### src/sv/traffic_light_phase_controller_assert.svh
// ----------------------------------------------------------------------------
// Traffic light phase controller assertion macros
// Shared concurrent assertion forms used by the controller RTL.
// ----------------------------------------------------------------------------
`ifndef TRAFFIC_LIGHT_PHASE_CONTROLLER_ASSERT_SVH
`define TRAFFIC_LIGHT_PHASE_CONTROLLER_ASSERT_SVH

// The consequent must hold in the cycle after the antecedent.
`define TLPC_ASSERT_NEXT(label, clk, rst_n, ante, cons) \
    label: assert property (@(posedge clk) disable iff (!rst_n) (ante) |=> (cons)) \
        else $error("tlpc: next-cycle check failed");

// The consequent must hold in the same cycle as the antecedent.
`define TLPC_ASSERT_SAME(label, clk, rst_n, ante, cons) \
    label: assert property (@(posedge clk) disable iff (!rst_n) (ante) |-> (cons)) \
        else $error("tlpc: same-cycle check failed");

`endif

### src/sv/tlpc_pkg.sv
// ----------------------------------------------------------------------------
// Traffic light phase controller package
// Shared widths, reset values, register indexes and payload types.
// ----------------------------------------------------------------------------
`default_nettype none

package tlpc_pkg;

    localparam int unsigned SecWidth   = 6;
    localparam int unsigned IrWidth    = 32;
    localparam int unsigned CfgIdxWidth = 2;

    localparam logic [SecWidth-1:0] PHASE_SECONDS_RESET = 6'd10;
    localparam logic [SecWidth-1:0] CUT_SECONDS_RESET   = 6'd5;

    localparam logic [IrWidth-1:0] IR_LOW_MASK  = 32'h0000_FFFF;
    localparam logic [IrWidth-1:0] IR_ADDRESS   = 32'h0000_BF00;
    localparam logic [7:0]         IR_BYTE_MASK = 8'hFF;

    localparam logic [CfgIdxWidth-1:0] CFG_PHASE_SECONDS = 2'd0;
    localparam logic [CfgIdxWidth-1:0] CFG_CUT_SECONDS   = 2'd1;

    typedef struct packed {
        logic               vehicle_seen;
        logic               walk_button;
        logic               ir_frame_valid;
        logic [IrWidth-1:0] ir_raw_code;
    } t_item;

    typedef struct packed {
        logic [1:0]          light_now;
        logic [SecWidth-1:0] shown_seconds;
    } t_result;

    typedef struct packed {
        logic [SecWidth-1:0] phase_seconds;
        logic [SecWidth-1:0] cut_seconds;
    } t_cfg;

endpackage

`default_nettype wire

### src/sv/tlpc_in_if.sv
// ----------------------------------------------------------------------------
// Traffic light phase controller input channel
// One tick item: sensor flags and an optional raw infrared frame.
// ----------------------------------------------------------------------------
`default_nettype none

interface tlpc_in_if;
    logic        valid;
    logic        ready;
    logic        vehicle_seen;
    logic        walk_button;
    logic        ir_frame_valid;
    logic [31:0] ir_raw_code;

    modport source (
        output valid, vehicle_seen, walk_button, ir_frame_valid, ir_raw_code,
        input  ready
    );
    modport sink (
        input  valid, vehicle_seen, walk_button, ir_frame_valid, ir_raw_code,
        output ready
    );
endinterface

`default_nettype wire

### src/sv/tlpc_out_if.sv
// ----------------------------------------------------------------------------
// Traffic light phase controller output channel
// One result per tick: the lamp and the displayed countdown.
// ----------------------------------------------------------------------------
`default_nettype none

interface tlpc_out_if;
    logic       valid;
    logic       ready;
    logic [1:0] light_now;
    logic [5:0] shown_seconds;

    modport source (
        output valid, light_now, shown_seconds,
        input  ready
    );
    modport sink (
        input  valid, light_now, shown_seconds,
        output ready
    );
endinterface

`default_nettype wire

### src/sv/tlpc_ir_check.sv
// ----------------------------------------------------------------------------
// Infrared frame check
// Flags a received frame with the expected address and a valid command byte.
// ----------------------------------------------------------------------------
`default_nettype none

module tlpc_ir_check (
    input  wire logic        i_frame_valid,
    input  wire logic [31:0] i_raw_code,
    output logic             o_frame_ok
);

    logic w_addr_ok;
    logic w_cmd_ok;

    // The command byte must be the bitwise inverse of its complement byte.
    assign w_addr_ok = (i_raw_code & tlpc_pkg::IR_LOW_MASK) == tlpc_pkg::IR_ADDRESS;
    assign w_cmd_ok  = (i_raw_code[31:24] ^ i_raw_code[23:16]) == tlpc_pkg::IR_BYTE_MASK;
    assign o_frame_ok = i_frame_valid && w_addr_ok && w_cmd_ok;

endmodule

`default_nettype wire

### src/sv/tlpc_phase_core.sv
// ----------------------------------------------------------------------------
// Traffic light phase core
// Holds the lamp, the countdown and the cut arming, and applies one tick.
// ----------------------------------------------------------------------------
`default_nettype none

module tlpc_phase_core (
    input  wire logic             i_clk,
    input  wire logic             i_rst_n,
    input  wire logic             i_step,
    input  wire tlpc_pkg::t_item  i_item,
    input  wire tlpc_pkg::t_cfg   i_cfg,
    output tlpc_pkg::t_result     o_result
);

`include "traffic_light_phase_controller_assert.svh"

    typedef enum logic [1:0] {
        LAMP_RED    = 2'd0,
        LAMP_YELLOW = 2'd1,
        LAMP_GREEN  = 2'd2
    } t_lamp;

    t_lamp                   r_light;
    t_lamp                   n_light;
    logic signed [7:0]       r_count;
    logic signed [7:0]       n_count;
    logic                    r_vehicle_armed;
    logic                    n_vehicle_armed;
    logic                    r_button_armed;
    logic                    n_button_armed;

    logic                    w_frame_ok;
    logic                    w_vehicle_cut;
    logic                    w_button_cut;
    logic signed [7:0]       w_cut;
    logic signed [7:0]       w_after_cut;
    logic signed [7:0]       w_after_ir;
    logic                    w_advance;
    t_lamp                   w_next_lamp;

    tlpc_ir_check u_ir_check (
        .i_frame_valid (i_item.ir_frame_valid),
        .i_raw_code    (i_item.ir_raw_code),
        .o_frame_ok    (w_frame_ok)
    );

    // Displayed value is the start-of-tick count clamped to 0..63.
    always_comb begin
        o_result.light_now = r_light;
        if (r_count[7]) begin
            o_result.shown_seconds = '0;
        end else if (r_count[6]) begin
            o_result.shown_seconds = '1;
        end else begin
            o_result.shown_seconds = r_count[5:0];
        end
    end

    always_comb begin
        unique case (r_light)
            LAMP_RED:    w_next_lamp = LAMP_YELLOW;
            LAMP_YELLOW: w_next_lamp = LAMP_GREEN;
            default:     w_next_lamp = LAMP_RED;
        endcase
    end

    always_comb begin
        w_vehicle_cut = (r_light == LAMP_RED) && r_vehicle_armed && i_item.vehicle_seen;
        w_button_cut  = (r_light == LAMP_GREEN) && r_button_armed && i_item.walk_button;
        w_cut         = (w_vehicle_cut || w_button_cut) ?
                        signed'({2'b00, i_cfg.cut_seconds}) : 8'sd0;
        w_after_cut   = r_count - w_cut;
        w_after_ir    = ((r_light == LAMP_RED) && w_frame_ok) ? 8'sd0 : w_after_cut;
        w_advance     = w_after_ir[7] || (w_after_ir == 8'sd0);

        if (w_advance) begin
            n_light         = w_next_lamp;
            n_count         = signed'({2'b00, i_cfg.phase_seconds}) - 8'sd1;
            n_vehicle_armed = 1'b1;
            n_button_armed  = 1'b1;
        end else begin
            n_light         = r_light;
            n_count         = w_after_ir - 8'sd1;
            n_vehicle_armed = r_vehicle_armed && !w_vehicle_cut;
            n_button_armed  = r_button_armed && !w_button_cut;
        end
    end

    always_ff @(posedge i_clk) begin
        if (!i_rst_n) begin
            r_light         <= LAMP_RED;
            r_count         <= signed'({2'b00, tlpc_pkg::PHASE_SECONDS_RESET});
            r_vehicle_armed <= 1'b1;
            r_button_armed  <= 1'b1;
        end else if (i_step) begin
            r_light         <= n_light;
            r_count         <= n_count;
            r_vehicle_armed <= n_vehicle_armed;
            r_button_armed  <= n_button_armed;
        end
    end

    `TLPC_ASSERT_NEXT(a_idle_holds, i_clk, i_rst_n, !i_step,
        $stable(r_light) && $stable(r_count) && $stable(r_vehicle_armed))
    `TLPC_ASSERT_NEXT(a_advance_rearms, i_clk, i_rst_n, i_step && w_advance,
        r_vehicle_armed && r_button_armed && (r_light != $past(r_light)))
    `TLPC_ASSERT_NEXT(a_hold_keeps_lamp, i_clk, i_rst_n, i_step && !w_advance,
        (r_light == $past(r_light)) && (r_count == $past(w_after_ir) - 8'sd1))
    `TLPC_ASSERT_SAME(a_count_range, i_clk, i_rst_n, 1'b1,
        (r_count >= -8'sd1) && (r_count <= 8'sd63))

endmodule

`default_nettype wire

### src/sv/traffic_light_phase_controller.sv
// ----------------------------------------------------------------------------
// Traffic light phase controller
// Steps a red/yellow/green lamp with a per-phase countdown, once per tick item.
// ----------------------------------------------------------------------------
//
//   Channel   Direction  Handshake      Payload
//   i_item    in         valid/ready    vehicle_seen, walk_button,
//                                       ir_frame_valid, ir_raw_code
//   o_result  out        valid/ready    light_now, shown_seconds
//   i_cfg_*   in         write enable   index 0 phase_seconds, 1 cut_seconds
//
// Each transaction on i_item yields exactly one transaction on o_result;
// the item passes through the input register and then the result register.
// One item is accepted per cycle while the output is not stalled; the whole
// tick update is one pass of logic between the input and result registers.
// i_rst_n is synchronous, active low, and restores the lamp to red, the
// countdown and both configuration registers to their defaults.
// A stalled output holds its result while the input register still takes
// one more item; after that i_item.ready drops until the result is taken.
// ----------------------------------------------------------------------------
`default_nettype none

module traffic_light_phase_controller (
    input  wire logic       i_clk,
    input  wire logic       i_rst_n,
    input  wire logic       i_cfg_we,
    input  wire logic [1:0] i_cfg_index,
    input  wire logic [5:0] i_cfg_data,
    tlpc_in_if.sink         i_item,
    tlpc_out_if.source      o_result
);

    // Configuration registers. Writes must arrive only while the block is idle;
    // the block does not enforce this. A new phase length takes effect at the next reload.
    tlpc_pkg::t_cfg    r_cfg;

    // Input register stage.
    logic              r_in_valid;
    tlpc_pkg::t_item   r_item;

    // Result register stage.
    logic              r_out_valid;
    tlpc_pkg::t_result r_result;

    tlpc_pkg::t_result w_core_result;
    logic              w_step;
    logic              w_in_take;

    // The held item is processed when the result register is free or is
    // being emptied in the same cycle.
    assign w_step       = r_in_valid && (!r_out_valid || o_result.ready);
    assign i_item.ready = !r_in_valid || w_step;
    assign w_in_take    = i_item.valid && i_item.ready;

    always_ff @(posedge i_clk) begin
        if (!i_rst_n) begin
            r_cfg.phase_seconds <= tlpc_pkg::PHASE_SECONDS_RESET;
            r_cfg.cut_seconds   <= tlpc_pkg::CUT_SECONDS_RESET;
        end else if (i_cfg_we) begin
            case (i_cfg_index)
                tlpc_pkg::CFG_PHASE_SECONDS: r_cfg.phase_seconds <= i_cfg_data;
                tlpc_pkg::CFG_CUT_SECONDS:   r_cfg.cut_seconds   <= i_cfg_data;
                default: begin
                end
            endcase
        end
    end

    always_ff @(posedge i_clk) begin
        if (!i_rst_n) begin
            r_in_valid <= 1'b0;
        end else begin
            r_in_valid <= w_in_take || (r_in_valid && !w_step);
        end
    end

    always_ff @(posedge i_clk) begin
        if (w_in_take) begin
            r_item.vehicle_seen   <= i_item.vehicle_seen;
            r_item.walk_button    <= i_item.walk_button;
            r_item.ir_frame_valid <= i_item.ir_frame_valid;
            r_item.ir_raw_code    <= i_item.ir_raw_code;
        end
    end

    tlpc_phase_core u_phase_core (
        .i_clk    (i_clk),
        .i_rst_n  (i_rst_n),
        .i_step   (w_step),
        .i_item   (r_item),
        .i_cfg    (r_cfg),
        .o_result (w_core_result)
    );

    // The core reports the lamp and count as they stood before this tick,
    // which is exactly the result for the item being stepped.
    always_ff @(posedge i_clk) begin
        if (!i_rst_n) begin
            r_out_valid <= 1'b0;
        end else begin
            r_out_valid <= w_step || (r_out_valid && !o_result.ready);
        end
    end

    always_ff @(posedge i_clk) begin
        if (w_step) begin
            r_result <= w_core_result;
        end
    end

    assign o_result.valid         = r_out_valid;
    assign o_result.light_now     = r_result.light_now;
    assign o_result.shown_seconds = r_result.shown_seconds;

endmodule

`default_nettype wire

### src/flat_wrapper.sv
// flat-port wrapper written by rule: the top's interface ports become plain ports
module traffic_light_phase_controller_flat 
  (i_clk, i_rst_n, i_cfg_we, i_cfg_index, i_cfg_data, i_item_valid, i_item_vehicle_seen, i_item_walk_button, i_item_ir_frame_valid, i_item_ir_raw_code, i_item_ready, o_result_valid, o_result_light_now, o_result_shown_seconds, o_result_ready);
  tlpc_in_if i_item_i ();
  tlpc_out_if o_result_i ();
  input  wire logic i_clk;
  input  wire logic i_rst_n;
  input  wire logic i_cfg_we;
  input  wire logic [1:0] i_cfg_index;
  input  wire logic [5:0] i_cfg_data;
  input wire logic [$bits(i_item_i.valid)-1:0] i_item_valid;
  input wire logic [$bits(i_item_i.vehicle_seen)-1:0] i_item_vehicle_seen;
  input wire logic [$bits(i_item_i.walk_button)-1:0] i_item_walk_button;
  input wire logic [$bits(i_item_i.ir_frame_valid)-1:0] i_item_ir_frame_valid;
  input wire logic [$bits(i_item_i.ir_raw_code)-1:0] i_item_ir_raw_code;
  output wire logic [$bits(i_item_i.ready)-1:0] i_item_ready;
  output wire logic [$bits(o_result_i.valid)-1:0] o_result_valid;
  output wire logic [$bits(o_result_i.light_now)-1:0] o_result_light_now;
  output wire logic [$bits(o_result_i.shown_seconds)-1:0] o_result_shown_seconds;
  input wire logic [$bits(o_result_i.ready)-1:0] o_result_ready;
  assign i_item_i.valid = i_item_valid;
  assign i_item_i.vehicle_seen = i_item_vehicle_seen;
  assign i_item_i.walk_button = i_item_walk_button;
  assign i_item_i.ir_frame_valid = i_item_ir_frame_valid;
  assign i_item_i.ir_raw_code = i_item_ir_raw_code;
  assign i_item_ready = i_item_i.ready;
  assign o_result_valid = o_result_i.valid;
  assign o_result_light_now = o_result_i.light_now;
  assign o_result_shown_seconds = o_result_i.shown_seconds;
  assign o_result_i.ready = o_result_ready;
  traffic_light_phase_controller u_core (.i_clk(i_clk), .i_rst_n(i_rst_n), .i_cfg_we(i_cfg_we), .i_cfg_index(i_cfg_index), .i_cfg_data(i_cfg_data), .i_item(i_item_i), .o_result(o_result_i));
endmodule
### config.mk
export PLATFORM = sky130hd
export DESIGN_NAME = traffic_light_phase_controller_flat
export DESIGN_NICKNAME = d
export VERILOG_FILES = /design/src/sv/tlpc_pkg.sv /design/src/sv/tlpc_in_if.sv /design/src/sv/tlpc_out_if.sv /design/src/sv/tlpc_ir_check.sv /design/src/sv/tlpc_phase_core.sv /design/src/sv/traffic_light_phase_controller.sv /design/src/flat_wrapper.sv
export VERILOG_INCLUDE_DIRS = /design/src /design/src/sv
export SDC_FILE = /design/constraint.sdc
export NUM_CORES = 1
export LEC_CHECK = 0
export BUFFER_PORTS_ARGS = -buffer_cell sky130_fd_sc_hd__buf_2
export CAP_MARGIN = 10
export CORE_MARGIN = 8
export CORE_UTILIZATION = 32
export DETAILED_ROUTE_END_ITERATION = 10
export PLACE_DENSITY = 0.49
export SYNTH_ARGS = -nofsm -noshare
export SYNTH_HDL_FRONTEND = slang
export SYNTH_HIERARCHICAL = 1
export SYNTH_SLANG_ARGS = --single-unit
### constraint.sdc
create_clock -name i_clk -period 3.55 [get_ports i_clk]
set_input_delay 0.5325 -clock i_clk [delete_from_list [all_inputs] [get_ports i_clk]]
set_output_delay 0.5325 -clock i_clk [all_outputs]
set_load 0.005 [all_outputs]
# Word level (Yosys, flattened, before mapping)

Cells that the tools add are included.

Output and inout bits: 10
Bits of input ports: 48
Word-level logic and storage cells: 61
Bits in registers: 69

Bitwise operators: 1
$add $sub $neg: 3
Reductions and logical operators: 31
Equal/unequal tests: 5
Muxes and demuxes: 7

Operators with widths:

| kind                 | count |
|---|---|
| $eq 16x16->1 const B | 1 |
| $mux 8               | 2 |
| $logic_and 1x1->1    | 13 |
| $mux 6               | 2 |
| $eq 8x8->1 const B   | 1 |
| $logic_not 8->1      | 1 |
| $sub 8x2->8 const B  | 1 |
| $sub 8x7->8          | 1 |
| $xor 8x8->8          | 1 |
| $sub 6x1->7 const B  | 1 |
| $logic_not 1->1      | 6 |
| $logic_or 1x1->1     | 6 |
| $reduce_and 2->1     | 3 |
| $eq 2x1->1 const B   | 2 |
| $logic_not 2->1      | 2 |
| $pmux 2 s2           | 1 |
| $eq 2x2->1 const B   | 1 |
| $mux 1               | 2 |

# Logic depth before layout (Yosys ltp)

Word-level depth: 10
Gate-level depth with buffers: 14
Mapped depth without buffers: 13

# Hierarchy

The synthesis kept the hierarchy.

Modules (own cells, without submodules):

| module                         | cells an instance | instances | seq. area each (µm²) | area an instance (µm²) |
|---|---|---|---|---|
| traffic_light_phase_controller | 104               | 1         | 1,571.5              | 1,880.6 |
| tlpc_phase_core                | 184               | 1         | 240.2                | 1,352.5 |
| tlpc_ir_check                  | 17                | 1         | 0.0                  | 136.4 |

# Worst setup path after synthesis

Ideal clock, no wire load.

Kind: register -> register
Start: reg u_core.u_phase_core.r_light[1]
End: reg u_core.u_phase_core.r_count[4]
Slack: 0.375 ns
Library setup time: 0.095 ns
Data arrival time: 3.080 ns
Buffers on the path: 0
Cell stages (with the launch flop): 14
Clock period less this slack: 3.175 ns
Required time: 3.455 ns
Path through: dfxtp_1 nand3b_1 a21oi_1 and2_1 ha_1 inv_1 fa_1 a211o_1 nor2b_4 o311ai_4 nor3b_4 a211oi_2 or3_1 o311ai_1

Word-level cells in the longest chain between the ends: 10
Elaborated cells on any way between the ends: 15
Classes of those cells: add/sub: 2; eq/ne: 1; mux: 3; reduce/logical: 9

Ends and longest elaborated chain:

| what                                                                | line                                                                | text |
|---|---|---|
| start, declared                                                     | tlpc_phase_core.sv:24                                               | `t_lamp r_light;` |
| start signal, assigned                                              | tlpc_phase_core.sv:97                                               | `r_light <= n_light;` |
| $eq 2x2->1 or $logic_not 2->1 (tied branches)                       | tlpc_phase_core.sv:70, tlpc_phase_core.sv:69, tlpc_phase_core.sv:74 |  |
| $logic_and 1x1->1, on equally long branches (2 in series)           | tlpc_phase_core.sv:70, tlpc_phase_core.sv:69                        |  |
| $logic_or 1x1->1                                                    | tlpc_phase_core.sv:71                                               | `w_cut = (w_vehicle_cut \|\| w_button_cut) ?` |
| $mux 6                                                              | tlpc_phase_core.sv:71                                               |  |
| $sub 8x7->8                                                         | tlpc_phase_core.sv:73                                               | `w_after_cut = r_count - w_cut;` |
| $mux 8 *                                                            | tlpc_phase_core.sv:74                                               | `w_after_ir = ((r_light == LAMP_RED) && w_frame_ok) ? 8'sd0 : w_after_cut;` |
| parallel branches: the longest is 2 deep, another holds $sub 8x2->8 | n/a                                                                 |  |
| $mux 8 *                                                            | tlpc_phase_core.sv:77                                               | `if (w_advance) begin` |
| end signal, assigned                                                | tlpc_phase_core.sv:93                                               | `r_count <= signed'({2'b00, tlpc_pkg::PHASE_SECONDS_RESET});` |
| end signal, assigned                                                | tlpc_phase_core.sv:98                                               | `r_count <= n_count;` |
| end, declared                                                       | tlpc_phase_core.sv:26                                               | `logic signed [7:0] r_count;` |

Mark *: on every way between the ends.
A chain may end at the register's enable or synchronous reset.

# Final worst setup path

Ends and elaborated chain as after synthesis.

==> out/qor.yml <==
status:
  outcome: "complete, no violations"
placed_design:
  gp_congestion: 0.8107
  dp_hpwl_um: 5616
  dp.cells: 495
  port_buffers: 57
routing:
  num_vias: 2417
  ant_nets: 0
  drt_wl_total_um: 7304
  drc: 0
  drtIter0Drc: 91
  vias_per_cell: 4.712
  drt-wirelength-per-cell_um: 14.24
  first_pass_iters: 4
cts:
  clk_pin_slew_worst_paths_ps: 70
  cts_made_buffers: 9
  cts_tree: "built"
  cts-root-buf: "clkbuf_8"
  cts_sinks: 69
  insertion_delay_ps: 330
  clockBufferDepth: 2
  htreeDepth: 3
floorplan:
  die_area_um2: 14070
  core_area_um2: 10280
  start_util_pct: 32.79
  die_w_um: 118.6
  row_count: 37
  num_io_pins: 58
  die_h_um: 118.6
sta:
  fmax_mhz: 297.0
  relSlewSlack_pct: 26.61
  hold_violations: 0
  setup_violations: 0
  fin_tns_setup_ps: 0
  fin_crit_sh_pct: 94.84
  finalCriticalPeriod_ps: 3367
  tightestPinTransition_ps: 1098
  slew_viol_final: 0
  skew_ps: 8.041
  rsz0062_at_grt: "no"
logic_synthesis:
  syn_inst: 305
  ys_async_sr_fraction_pct: 0
  syn_nets: 363
  synth.area.top_cells: "edfxtp_1 (38%), dfxtp_1 (15%), nand2_1 (4.5%)"
  syn-cell-area_um2: 3369
  synth-warning-count: 6
  synth_edf_count: 43
  synth.distinct_cells: 58
  yosys.area.top_type: "edfxtp_1"
  avgSynthCellArea_um2: 11.05
  seq_area_frac_synth_pct: 53.77
  synth-main-ff-cell: "edfxtp_1"
  ys_seq_elements: 69
  synth_top_area_share_pct: 38.32
worst_setup_path:
  rr_startpoint: "u_core/u_phase_core/r_light[1]$_SDFFE_PN0P_"
  path_class: "reg -> reg"
  cp.arrival_ps: 3610
  crit_required_ps: 3790
  r2r_cells: 14
  cp_max_fo: 12
  start_kind: "register"
  crit-reg2reg-capture: "u_core/u_phase_core/r_count[4]$_SDFFE_PN0P_"
  ff2ff_setup_slack_ps: 180
  critPathCaptureType: "register"
cells_and_area:
  layout_common_cells: "buf_2 (57), edfxtp_1 (43), nand2_1 (40)"
  fin_nets: 430
  drive_above_1_share_pct: 23.87
  diodes: 0
  syn_to_final_growth_pct: 20.57
  layout_commonest_cell: "buf_2"
  final_cells: 513
  nFillCells: 1070
  fin_util_pct: 39.53
global_routing:
  grt_overflow: 0
  grt_max_degree: 36
  grt_use_total_pct: 10.27
  grt_pass1_wl_um: 11610
  grt_pass1_vias: 2426
  antenna_found_initial: 0
min_path:
  holdPathStages: 1
  hold_class: "in -> reg"
  hold_end: "u_core/r_item[6]$_DFFE_PP_"
  min-delay-start: "i_item_ir_raw_code[6]"
power_and_ir_drop:
  power.density_nw_per_um2: 566.5
  p_sw_w: 0.0006891
  clkPwrFrac_pct: 29.6
  leakage_nw: 1.632
  internal_power_w: 0.001613
  p_comb_share_pct: 29.0
  ir_worst_vdd_mv: 0.2401
  sequentialPowerShare_pct: 41.5
  switching_share_pct: 29.94
job:
  cap_violations: 0
[worst max path at each step]
stage,startpoint,to,slack (ps),cells past startpoint
floorplan,u_core/u_phase_core/r_light[1]$_SDFFE_PN0P_,u_core/u_phase_core/r_count[4]$_SDFFE_PN0P_,370,13
global placement,u_core/u_phase_core/r_light[1]$_SDFFE_PN0P_,u_core/u_phase_core/r_count[4]$_SDFFE_PN0P_,220,14
detailed placement,u_core/u_phase_core/r_light[1]$_SDFFE_PN0P_,u_core/u_phase_core/r_count[4]$_SDFFE_PN0P_,170,14
CTS,u_core/u_phase_core/r_light[1]$_SDFFE_PN0P_,u_core/u_phase_core/r_count[4]$_SDFFE_PN0P_,150,14
global route,u_core/u_phase_core/r_light[1]$_SDFFE_PN0P_,u_core/u_phase_core/r_count[4]$_SDFFE_PN0P_,2,14
finish,u_core/u_phase_core/r_light[1]$_SDFFE_PN0P_,u_core/u_phase_core/r_count[4]$_SDFFE_PN0P_,180,14
[synth_stat cells (all sizes together), types with 4 or more instances]
master  count
a211o       5
a21oi       9
buf         4
clkbuf      5
dfxtp      26
edfxtp     43
ha          9
inv        17
mux2i      11
nand2      40
nand3      10
nand3b      5
nand4       5
nand4b      4
nor2       20
nor2b       6
nor3        6
nor3b       6
o211ai      6
o21ai      11
or3         4
xor2       13
[sequential cells by signal, indices dropped and copies added (netlist names)]
register and cells:
u_core/r_in_valid 1, u_core/r_item 35, u_core/o_result.valid 1, u_core/o_result.shown_seconds 6, u_core/o_result.light_now 2, u_core/u_phase_core/r_button_armed 1, u_core/u_phase_core/r_count 8, u_core/u_phase_core/r_vehicle_armed 1
u_core/u_phase_core/r_light 2, u_core/r_cfg 12
[through the flow]
step	setup slack [ps]	hold slack, ps	instance area, µm²	total power, W
after floorplan	374.7	429.1	3369	0.001466
after CTS	146.9	347.5	4048	0.002314
after global placement	224.5	448.1	3834	0.001622
final	183.1	370.0	4063	0.002302
after detailed placement	173.8	454.4	3834	0.001623
after global routing	2.160	343.7	4063	0.002427
[area by class of cell]
class                      count  area (µm²)  area share (%)
tap                          136       170.2           4.188
multi-input combinational    210        1458           35.88
clock inverter                 6       86.33           2.125
clock buffer                  10       127.6           3.141
sequential                    69        1812           44.60
inverter                      17       63.81           1.571
timing repair buffer          65       345.3           8.500
[kinds of logic after synthesis]
family                     Yosys count  synth area share, %
and+or+nand+nor                    123                20.16
xor gates and xnor gates            17                4.827
DFF                                 69                53.77
buffers and inverters               26                3.305
AOI/OAI and AO/OA                   49                10.73
adders and majority gates           10                3.936
muxes                               11                3.268
[metal layers]
| layer | up-vias | global-route usage [%] | wire length [µm] |
|---|---|---|---|
| li1 | 1255 | - | - |
| met1 | 1108 | 12.47 | 3562 |
| met2 | 52 | 16.74 | 3404 |
| met3 | 2 | 3.189 | 283 |
| met4 | 0 | 3.794 | 54 |
| met5 | - | 0 | 0 |
[critical path: stages, from the launching register on]
cell and delay (ps):
dfxtp_1 330, nand3b_1 150, a21oi_1 210, and2_1 160, ha_1 150, inv_1 50, fa_1 420, a211o_1 320
nor2b_4 150, o311ai_4 300, nor3b_4 290, a211oi_2 100, buf_4 180, or3_1 370, o311ai_1 80
[power groups by stage]
stage | sequential [W] | clock (W) | combinational [W]
after floorplan | 0.000959 | 0 | 0.000506
after global routing | 0.000961 | 0.000731 | 0.000735
after CTS | 0.000956 | 0.000706 | 0.000652
final | 0.000955 | 0.000681 | 0.000667
after global placement | 0.000972 | 0 | 0.000649
after detailed placement | 0.000974 | 0 | 0.000649
[repair_timing]
item / in CTS / in global routing
hold buffers: 0 / 0
setup endpoints to repair: 0 / 1
buffers inserted: 0 / 2
resized for setup: 0 / 0
Note: power is estimated with default switching activity, not from simulation.
